## config.mk

```make
export PLATFORM = sky130hd
export DESIGN_NAME = descriptor_tolerance_dp_match_top
export DESIGN_NICKNAME = d
export VERILOG_FILES = /design/src/rtl/dtm_pkg.sv /design/src/rtl/descriptor_tolerance_dp_match_top.sv
export SDC_FILE = /design/constraint.sdc
export NUM_CORES = 2
export LEC_CHECK = 0
export BUFFER_PORTS_ARGS = -buffer_cell sky130_fd_sc_hd__clkbuf_2
export CELL_PAD_IN_SITES_DETAIL_PLACEMENT = 1
export CELL_PAD_IN_SITES_GLOBAL_PLACEMENT = 2
export CORE_MARGIN = 1
export CORE_UTILIZATION = 35
export DETAILED_ROUTE_END_ITERATION = 12
export PLACE_DENSITY_LB_ADDON = 0.1
export SYNTH_ARGS = -nofsm -noshare
export SYNTH_HDL_FRONTEND = slang
export SYNTH_SLANG_ARGS = --single-unit
```

## constraint.sdc

```tcl
create_clock -name i_clk -period 20 [get_ports i_clk]
set_input_delay 4 -clock i_clk [delete_from_list [all_inputs] [get_ports i_clk]]
set_output_delay 4 -clock i_clk [all_outputs]
set_load 0.005 [all_outputs]
```

## src/rtl/dtm_pkg.sv

```systemverilog
// ----------------------------------------------------------------------------
// dtm_pkg: shared types and constants for the descriptor tolerance matcher
// Cost width, saturation limit and input opcode codes.
// ----------------------------------------------------------------------------
package dtm_pkg;
    localparam int unsigned COST_W = 16;
    localparam logic [COST_W-1:0] COST_MAX = 16'hFFFF;
    localparam logic OP_DESC = 1'b0;
    localparam logic OP_SAMPLE = 1'b1;
    typedef logic [COST_W-1:0] t_cost;
    typedef logic [7:0] t_byte;
endpackage

```

## src/rtl/descriptor_tolerance_dp_match_top.sv

```systemverilog
// ----------------------------------------------------------------------------
// descriptor_tolerance_dp_match_top: descriptor tolerance match by DP
// Loads descriptor bytes and sample bytes; on the last sample runs a forward
// and backward dynamic program over memory rows and streams one cost per
// sample position, or a single error result for runs shorter than three.
// ----------------------------------------------------------------------------
// Usage: descriptor and sample loads are taken while s_axis_tready is high. A
// sample item with tlast starts matching for the n stored samples. From the
// cycle after that item, s_axis_tready stays low through matching and the
// results, longer while m_axis_tready stalls. Matching is a read/modify/write
// sweep over the row memories: each of the DESC_LEN rows and the final
// combine pass sweeps every sample and ends with one drain step. Each result
// then passes through a row memory read and an output register load. A run
// shorter than three samples gives one result with the error bit set. Costs
// saturate at 65535. The penalty register is written only while the block
// waits for input.
// s_axis_tdata = {value[7:0]} ; s_axis_tuser = op ; s_axis_tlast = last.
// m_axis_tdata = {position[5:0], cost[15:0]} padded to 24 bits;
// m_axis_tuser = error ; m_axis_tlast = final_res.
module descriptor_tolerance_dp_match_top #(
    parameter int DESC_LEN    = 7,
    parameter int MAX_SAMPLES = 64
) (
    input  logic        i_clk,
    input  logic        i_rst_n,
    input  logic        s_axis_tvalid,
    output logic        s_axis_tready,
    input  logic [7:0]  s_axis_tdata,   // value[7:0]
    input  logic        s_axis_tuser,   // op
    input  logic        s_axis_tlast,   // last
    output logic        m_axis_tvalid,
    input  logic        m_axis_tready,
    output logic [23:0] m_axis_tdata,   // cost[15:0], position[21:16], zero pad
    output logic        m_axis_tuser,   // error
    output logic        m_axis_tlast,   // final_res
    input  logic        i_cfg_valid,
    output logic        o_cfg_ready,
    input  logic [7:0]  i_cfg_data
);
    import dtm_pkg::*;

    localparam int AW = (MAX_SAMPLES > 1) ? $clog2(MAX_SAMPLES) : 1;
    localparam int CW = $clog2(MAX_SAMPLES + 1);
    localparam int DW = $clog2(DESC_LEN + 1);
    localparam int KW = (DESC_LEN > 1) ? $clog2(DESC_LEN) : 1;
    localparam int HALF = DESC_LEN / 2;

    localparam logic [2:0] S_LOAD  = 3'd0;
    localparam logic [2:0] S_ROW   = 3'd1;   // compute a DP row
    localparam logic [2:0] S_COMB  = 3'd2;   // combine halves
    localparam logic [2:0] S_OUT   = 3'd3;   // read one result
    localparam logic [2:0] S_OWAIT = 3'd4;   // load it into the output register
    localparam logic [2:0] S_ERR   = 3'd5;

    function automatic t_cost sadd(t_cost a, t_cost b);
        logic [COST_W:0] s;
        s = {1'b0, a} + {1'b0, b};
        return s[COST_W] ? COST_MAX : s[COST_W-1:0];
    endfunction
    function automatic t_cost mn(t_cost a, t_cost b);
        return (a < b) ? a : b;
    endfunction

    logic [7:0]    r_flaw;
    logic [2:0]    r_state;
    logic [DW-1:0] r_dcnt;
    logic [CW-1:0] r_scnt, r_n;
    logic [KW-1:0] r_k;          // descriptor element of current row
    logic          r_bwd;        // backward half, sweep runs from n-1 down
    logic          r_first;      // first row of a half (no predecessor)
    logic [AW:0]   r_j;          // sweep index, n is the drain cycle
    logic          r_buf;        // 0: previous row in row_a, 1: in row_b
    logic [CW-1:0] r_oj;         // result index

    t_byte desc_mem [DESC_LEN];
    t_byte samp_mem [MAX_SAMPLES];
    t_cost row_a [MAX_SAMPLES];
    t_cost row_b [MAX_SAMPLES];
    t_cost row_c [MAX_SAMPLES];

    // tolerance band of the current element; registered once per cycle,
    // r_k holds still for a whole row including its drain cycle
    logic [7:0] d_own, d_prv, d_nxt, avg_p, avg_n, band_lo, band_hi;
    logic [7:0] r_lo, r_hi;
    always_comb begin
        d_own = desc_mem[r_k];
        d_prv = (r_k != KW'(0)) ? desc_mem[r_k - KW'(1)] : d_own;
        d_nxt = (r_k < KW'(DESC_LEN - 1)) ? desc_mem[r_k + KW'(1)] : d_own;
        avg_p = 8'((9'(d_own) + 9'(d_prv)) >> 1);
        avg_n = 8'((9'(d_own) + 9'(d_nxt)) >> 1);
        band_lo = d_own;
        band_hi = d_own;
        if (avg_p < band_lo) band_lo = avg_p;
        if (avg_n < band_lo) band_lo = avg_n;
        if (avg_p > band_hi) band_hi = avg_p;
        if (avg_n > band_hi) band_hi = avg_n;
    end

    // sweep address: forward j, backward n-1-j, so in both halves the two
    // cells before in sweep order are the DP predecessors
    logic [AW:0]   sweep_a;
    logic [AW-1:0] rd_a;
    logic          issue;
    always_comb begin
        if (r_bwd) sweep_a = (AW+1)'(r_n) - (AW+1)'(1) - r_j;
        else       sweep_a = r_j;
    end
    assign rd_a  = (r_state == S_OUT || r_state == S_OWAIT) ? r_oj[AW-1:0]
                                                            : sweep_a[AW-1:0];
    assign issue = (r_state == S_ROW || r_state == S_COMB) && (r_j < (AW+1)'(r_n));

    // stage 0: registered memory reads
    t_cost r_rd_a, r_rd_b, r_rd_c;
    t_byte r_rd_s;
    always_ff @(posedge i_clk) begin
        r_rd_a <= row_a[rd_a];
        r_rd_b <= row_b[rd_a];
        r_rd_c <= row_c[rd_a];
        r_rd_s <= samp_mem[rd_a];
    end

    // stage 1: one cell per cycle; r_w1/r_w2 hold the previous row's values
    // of the two cells before in sweep order
    logic          r_v1;
    logic [AW-1:0] r_a1;
    logic [AW:0]   r_s1;
    t_cost         r_w1, r_w2;
    t_cost         own, err, pick, new_cost, flawc;
    assign flawc = t_cost'(r_flaw);
    always_comb begin
        own = r_buf ? r_rd_b : r_rd_a;
        if (r_rd_s < r_lo)      err = t_cost'(r_lo - r_rd_s);
        else if (r_rd_s > r_hi) err = t_cost'(r_rd_s - r_hi);
        else                    err = '0;
        pick = sadd(own, flawc);
        if (r_s1 >= (AW+1)'(1)) pick = mn(pick, r_w1);
        if (r_s1 >= (AW+1)'(2)) pick = mn(pick, sadd(r_w2, flawc));
        new_cost = r_first ? err : sadd(pick, err);
    end

    always_ff @(posedge i_clk) begin
        if (!i_rst_n) begin
            r_v1 <= 1'b0;
        end else begin
            r_v1 <= issue;
        end
    end

    always_ff @(posedge i_clk) begin
        r_a1 <= sweep_a[AW-1:0];
        r_s1 <= r_j;
        r_w1 <= own;
        r_w2 <= r_w1;
        r_lo <= band_lo;
        r_hi <= band_hi;
    end

    // output register
    logic        r_ov;
    t_cost       r_ocost;
    logic [5:0]  r_opos;
    logic        r_olast, r_oerr;

    logic acc_in, acc_out, out_load;
    logic [CW-1:0] scnt_nxt;
    assign s_axis_tready = (r_state == S_LOAD);
    assign acc_in  = s_axis_tvalid && s_axis_tready;
    assign acc_out = m_axis_tvalid && m_axis_tready;
    assign out_load = (r_state == S_OWAIT || r_state == S_ERR) && (!r_ov || acc_out);
    assign o_cfg_ready = (r_state == S_LOAD);
    assign m_axis_tvalid = r_ov;
    assign m_axis_tdata  = {2'b00, r_opos, r_ocost};
    assign m_axis_tuser  = r_oerr;
    assign m_axis_tlast  = r_olast;
    // sample count saturates at the store depth
    assign scnt_nxt = (r_scnt < CW'(MAX_SAMPLES)) ? r_scnt + CW'(1) : r_scnt;

    // memory writes
    always_ff @(posedge i_clk) begin
        if (acc_in && s_axis_tuser == OP_DESC)
            desc_mem[(r_dcnt == DW'(DESC_LEN)) ? KW'(0) : r_dcnt[KW-1:0]] <= s_axis_tdata;
        if (acc_in && s_axis_tuser == OP_SAMPLE && r_scnt < CW'(MAX_SAMPLES))
            samp_mem[r_scnt[AW-1:0]] <= s_axis_tdata;
        if (r_v1 && r_state == S_ROW) begin
            if (r_buf) row_a[r_a1] <= new_cost;
            else       row_b[r_a1] <= new_cost;
            if (!r_bwd && r_k == KW'(HALF))
                row_c[r_a1] <= new_cost;
        end
        if (r_v1 && r_state == S_COMB)
            row_c[r_a1] <= sadd(r_rd_c, pick);
    end

    always_ff @(posedge i_clk) begin
        if (!i_rst_n) begin
            r_ov <= 1'b0;
        end else if (out_load) begin
            r_ov <= 1'b1;
        end else if (acc_out) begin
            r_ov <= 1'b0;
        end
    end

    always_ff @(posedge i_clk) begin
        if (out_load) begin
            if (r_state == S_ERR) begin
                r_ocost <= '0; r_opos <= '0; r_olast <= 1'b1; r_oerr <= 1'b1;
            end else begin
                r_ocost <= r_rd_c;
                r_opos  <= 6'(r_oj);
                r_olast <= (r_oj == r_n - CW'(1));
                r_oerr  <= 1'b0;
            end
        end
    end

    always_ff @(posedge i_clk) begin
        if (!i_rst_n) begin
            r_flaw <= 8'd16; r_state <= S_LOAD; r_dcnt <= '0; r_scnt <= '0;
            r_j <= '0; r_k <= '0; r_bwd <= 1'b0;
            r_first <= 1'b1; r_buf <= 1'b0; r_n <= '0; r_oj <= '0;
        end else begin
            if (i_cfg_valid && o_cfg_ready) r_flaw <= i_cfg_data;
            unique case (r_state)
                S_LOAD: if (acc_in) begin
                    if (s_axis_tuser == OP_DESC) begin
                        r_dcnt <= (r_dcnt == DW'(DESC_LEN)) ? DW'(1) : r_dcnt + DW'(1);
                    end else if (s_axis_tlast) begin
                        r_scnt <= '0; r_n <= scnt_nxt;
                        r_j <= '0; r_k <= '0; r_bwd <= 1'b0;
                        r_first <= 1'b1; r_buf <= 1'b0;
                        r_state <= (scnt_nxt < CW'(3)) ? S_ERR : S_ROW;
                    end else begin
                        r_scnt <= scnt_nxt;
                    end
                end
                S_ROW: begin
                    if (r_j == (AW+1)'(r_n)) begin
                        // drain cycle: the last cell of the row is written now
                        r_j <= '0;
                        r_buf <= ~r_buf;
                        if (!r_bwd && r_k == KW'(HALF)) begin
                            r_bwd <= 1'b1; r_first <= 1'b1;
                            r_k <= KW'(DESC_LEN - 1);
                        end else begin
                            r_first <= 1'b0;
                            if (r_bwd && r_k == KW'(HALF + 1)) r_state <= S_COMB;
                            else if (r_bwd) r_k <= r_k - KW'(1);
                            else r_k <= r_k + KW'(1);
                        end
                    end else begin
                        r_j <= r_j + (AW+1)'(1);
                    end
                end
                S_COMB: begin
                    if (r_j == (AW+1)'(r_n)) begin
                        r_j <= '0; r_oj <= '0;
                        r_state <= S_OUT;
                    end else begin
                        r_j <= r_j + (AW+1)'(1);
                    end
                end
                S_OUT: r_state <= S_OWAIT;
                S_OWAIT: if (out_load) begin
                    if (r_oj == r_n - CW'(1)) begin
                        r_state <= S_LOAD;
                    end else begin
                        r_oj <= r_oj + CW'(1);
                        r_state <= S_OUT;
                    end
                end
                S_ERR: if (out_load) begin
                    r_state <= S_LOAD;
                end
                default: r_state <= S_LOAD;
            endcase
        end
    end
endmodule

```

==> impl_metrics.json <==
{
  "ctsResizeCount": 0,
  "synthDominantCellAreaShare": 0.709,
  "power_frac_comb": 0.304,
  "synthCells": 9697,
  "post-route-util": 0.404,
  "clk_pin_slew_ps": 60,
  "slowest_stage": "buf_4",
  "startpoint_type": "flip-flop",
  "crit_fanout": 106,
  "crit_path_end_kind": "flip-flop",
  "wl_per_cell_um": 33.5,
  "dpl.cell_count": 15400,
  "rr_worst_depth": 40,
  "relSlewSlack": 0.0506,
  "netSwitchingPower_mw": 10.6,
  "grt_pass1_vias": 93500,
  "yosys.area.top_type": "edfxtp_1",
  "syn2layout_area_growth_pct": 14.8,
  "yosys_most_used_dff": "edfxtp_1",
  "gp_congestion": 0.814,
  "cts_htree_levels": 5,
  "sw_frac_of_total": 0.351,
  "synth_common_cells": "edfxtp_1, nand2_1, mux4_2",
  "synth_most_common_cell": "edfxtp_1",
  "cts_buffer_depth": 4,
  "endpoint": "row_a[10][5]$_DFFE_PP_",
  "via_count": 89900,
  "cts_tree": "done",
  "crit_top_cell": "ha_1",
  "finalMaxSlewViolations": 0,
  "synth.distinct_cells": 85,
  "drt_iter0_drc": 8035,
  "slowest_delay_ps": 940,
  "grt_overflow": 0,
  "ant_nets": 0,
  "post_cts_buffers": 0,
  "hp-class": "reg2reg",
  "internal-power_mw": 19.6,
  "period_share": 0.614,
  "grt_usage": 0.240,
  "hpwl_um": 309000,
  "hold_buffers": 0,
  "die_area_um2": 446000,
  "numClockSinks": 3834,
  "seq_area_frac_synth": 0.731,
  "die_w_um": 668,
  "antenna_found_initial": 48,
  "setup_ws_ps": 7730,
  "grt_first_pass_wirelength_um": 753000,
  "portBuffers": 49,
  "ir_worst_vdd_mv": 0.320,
  "power_density_nw_per_um2": 169,
  "seq_power_share": 0.435,
  "hold_viol_final": 0,
  "ys_warn_count": 0,
  "numCtsBuffers": 428,
  "pre_cts_slack_ps": 7800,
  "synth_area_um2": 155000,
  "initial_core_util": 0.352,
  "totalNegativeSetupSlack_ps": 0,
  "grt_max_degree": 131,
  "routed_wl_um": 542000,
  "synth_edf_count": 3664,
  "drv_cap": 0,
  "insertion_delay_ps": 1030,
  "ys_top_cells_by_area": "edfxtp_1, mux4_2, nand2_1",
  "drc": 44,
  "power.leakage_nw": 56.9,
  "rows": 244,
  "ys_ff_latch": 3834,
  "num_io_pins": 52,
  "root_buffer": "clkbuf_16",
  "r2r-start": "r_buf$_SDFFE_PN0P_",
  "whs_ps": 356,
  "r2r-end": "row_a[10][5]$_DFFE_PP_",
  "r2r_slack_ps": 7730,
  "fmax_ghz": 0.0815,
  "max_slew.worst_pin.slew_ps": 1420,
  "dr.pass1.iters": 9,
  "via_per_inst": 5.57,
  "synth.avg_cell_area_um2": 16.0,
  "ys_async_sr_fraction": 0,
  "failed_checks": "DRC",
  "skew_ps": 97.8,
  "die_y_um": 668,
  "layout.nets": 10100,
  "status": "finished, violations left",
  "p_clk_frac": 0.261,
  "rsz0062_at_grt": "no",
  "cp_data_required_time_ps": 20620,
  "setup_viol": 0,
  "drive_gt1_frac": 0.177,
  "cp_data_arrival_time_ps": 12900,
  "critPathKind": "reg2reg",
  "fin_crit_ps": 12270,
  "fin_cells": 16200,
  "core_area_um2": 441000,
  "cp-startpoint": "r_buf$_SDFFE_PN0P_"
}
## cell type report
type / instances / area, µm²
Sequential cell: 3834 / 113000
Timing Repair Buffer: 317 / 2410
Tap cell: 5904 / 7390
Fill cell: 43400 / 263000
Clock inverter: 246 / 2480
Multi-Input combinational cell: 5161 / 40600
Inverter: 136 / 510
Antenna cell: 10 / 25.0
Clock buffer: 544 / 11400
## cell families (layout without fill, tap and decap cells)
| family | after synthesis | after routing | share of synthesized area |
|---|---|---|---|
| muxes | 859 | 859 | 0.103 |
| xor gates and xnor gates | 90 | 90 | 0.00522 |
| buffers and inverters | 703 | 1243 | 0.0202 |
| other | 1 | 12 | 0.0000242 |
| and+or+nand+nor | 3185 | 3185 | 0.0893 |
| AOI/OAI and AO/OA | 862 | 862 | 0.0381 |
| adders and majority gates | 163 | 163 | 0.0136 |
| DFF | 3834 | 3834 | 0.731 |
## flip-flops by register name, indices dropped and copies added (netlist names), 7 cells and up, named ones only
signal	count
row_c	1024
r_hi	8
samp_mem	512
r_rd_b	16
row_b	1024
r_rd_a	16
r_s1	7
r_scnt	7
r_flaw	8
r_oj	7
r_rd_s	8
r_rd_c	16
r_n	7
row_a	1024
desc_mem	56
r_lo	8
r_j	7
r_w1	16
r_ocost	16
r_w2	16
## stage by stage
stage | instance area (µm²) | power (mW)
floorplan | 155000 | 18.5
global placement | 164000 | 22.2
detailed placement | 164000 | 22.6
CTS | 178000 | 30.5
global route | 178000 | 31.4
finish | 178000 | 30.2
## worst max-delay path, delay by kind of cell (launching register included)
| family | cells | cell delay, ps |
|---|---|---|
| AO/OA/AOI/OAI | 17 | 4980 |
| AND/OR/NAND/NOR | 10 | 2030 |
| adder cells (fa/ha/maj) | 6 | 1960 |
| buffers and inverters | 5 | 1730 |
| multiplexers | 2 | 730 |
| flip-flops | 1 | 300 |
## cell usage in the layout (no fill, tap or decap), drive strengths merged, types with 9 or more instances in the layout
cell / netlist / final
edfxtp: 3664 / 3664
nand2: 1791 / 1791
clkbuf: 252 / 593
mux4: 584 / 584
nand3: 548 / 548
nor2: 380 / 380
buf: 315 / 268
mux2i: 250 / 250
nand4: 185 / 185
a31oi: 183 / 183
a21oi: 174 / 174
clkinv: 0 / 174
dfxtp: 170 / 170
a32oi: 169 / 169
ha: 154 / 154
inv: 136 / 153
o21ai: 85 / 85
a211oi: 74 / 74
or3: 73 / 73
xnor2: 57 / 57
nor2b: 43 / 43
a21o: 42 / 42
bufinv: 0 / 42
and2: 36 / 36
nor3: 34 / 34
nand2b: 33 / 33
xor2: 32 / 32
mux2: 25 / 25
a21boi: 22 / 22
o21a: 21 / 21
o211ai: 18 / 18
and3: 14 / 14
clkinvlp: 0 / 13
nor3b: 11 / 11
diode: 0 / 10
nand3b: 10 / 10
o211a: 9 / 9
fa: 9 / 9
## power by group through the flow
stage	Combinational [mW]	Clock (mW)	Sequential (mW)
3_5_place_dp	9.28	0	13.3
2_1_floorplan	4.77	0	13.8
3_3_place_gp	8.95	0	13.3
6_report	9.19	7.88	13.1
5_1_grt	9.96	8.30	13.1
4_1_cts	9.31	8.04	13.1
## worst min path at each step
stage / startpoint / endpoint / slack [ps] / cells past startpoint
2_1_floorplan: r_w1[15]$_DFF_P_ / r_w2[15]$_DFF_P_ / 330 / 0
3_3_place_gp: r_w1[15]$_DFF_P_ / r_w2[15]$_DFF_P_ / 350 / 0
3_5_place_dp: r_w1[15]$_DFF_P_ / r_w2[15]$_DFF_P_ / 350 / 0
4_1_cts: r_w1[15]$_DFF_P_ / r_w2[15]$_DFF_P_ / 350 / 0
5_1_grt: r_w1[15]$_DFF_P_ / r_w2[15]$_DFF_P_ / 360 / 0
6_report: r_w1[15]$_DFF_P_ / r_w2[15]$_DFF_P_ / 360 / 0
## metal layers
layer / up-vias / part of all wire / track usage
met5: - / 0.00023 / 0
met4: 18 / 0.026 / 0.0586
met3: 702 / 0.051 / 0.0319
met2: 2417 / 0.48 / 0.396
met1: 48900 / 0.44 / 0.336
li1: 37900 / - / -
(Power assumes the default switching activity.)
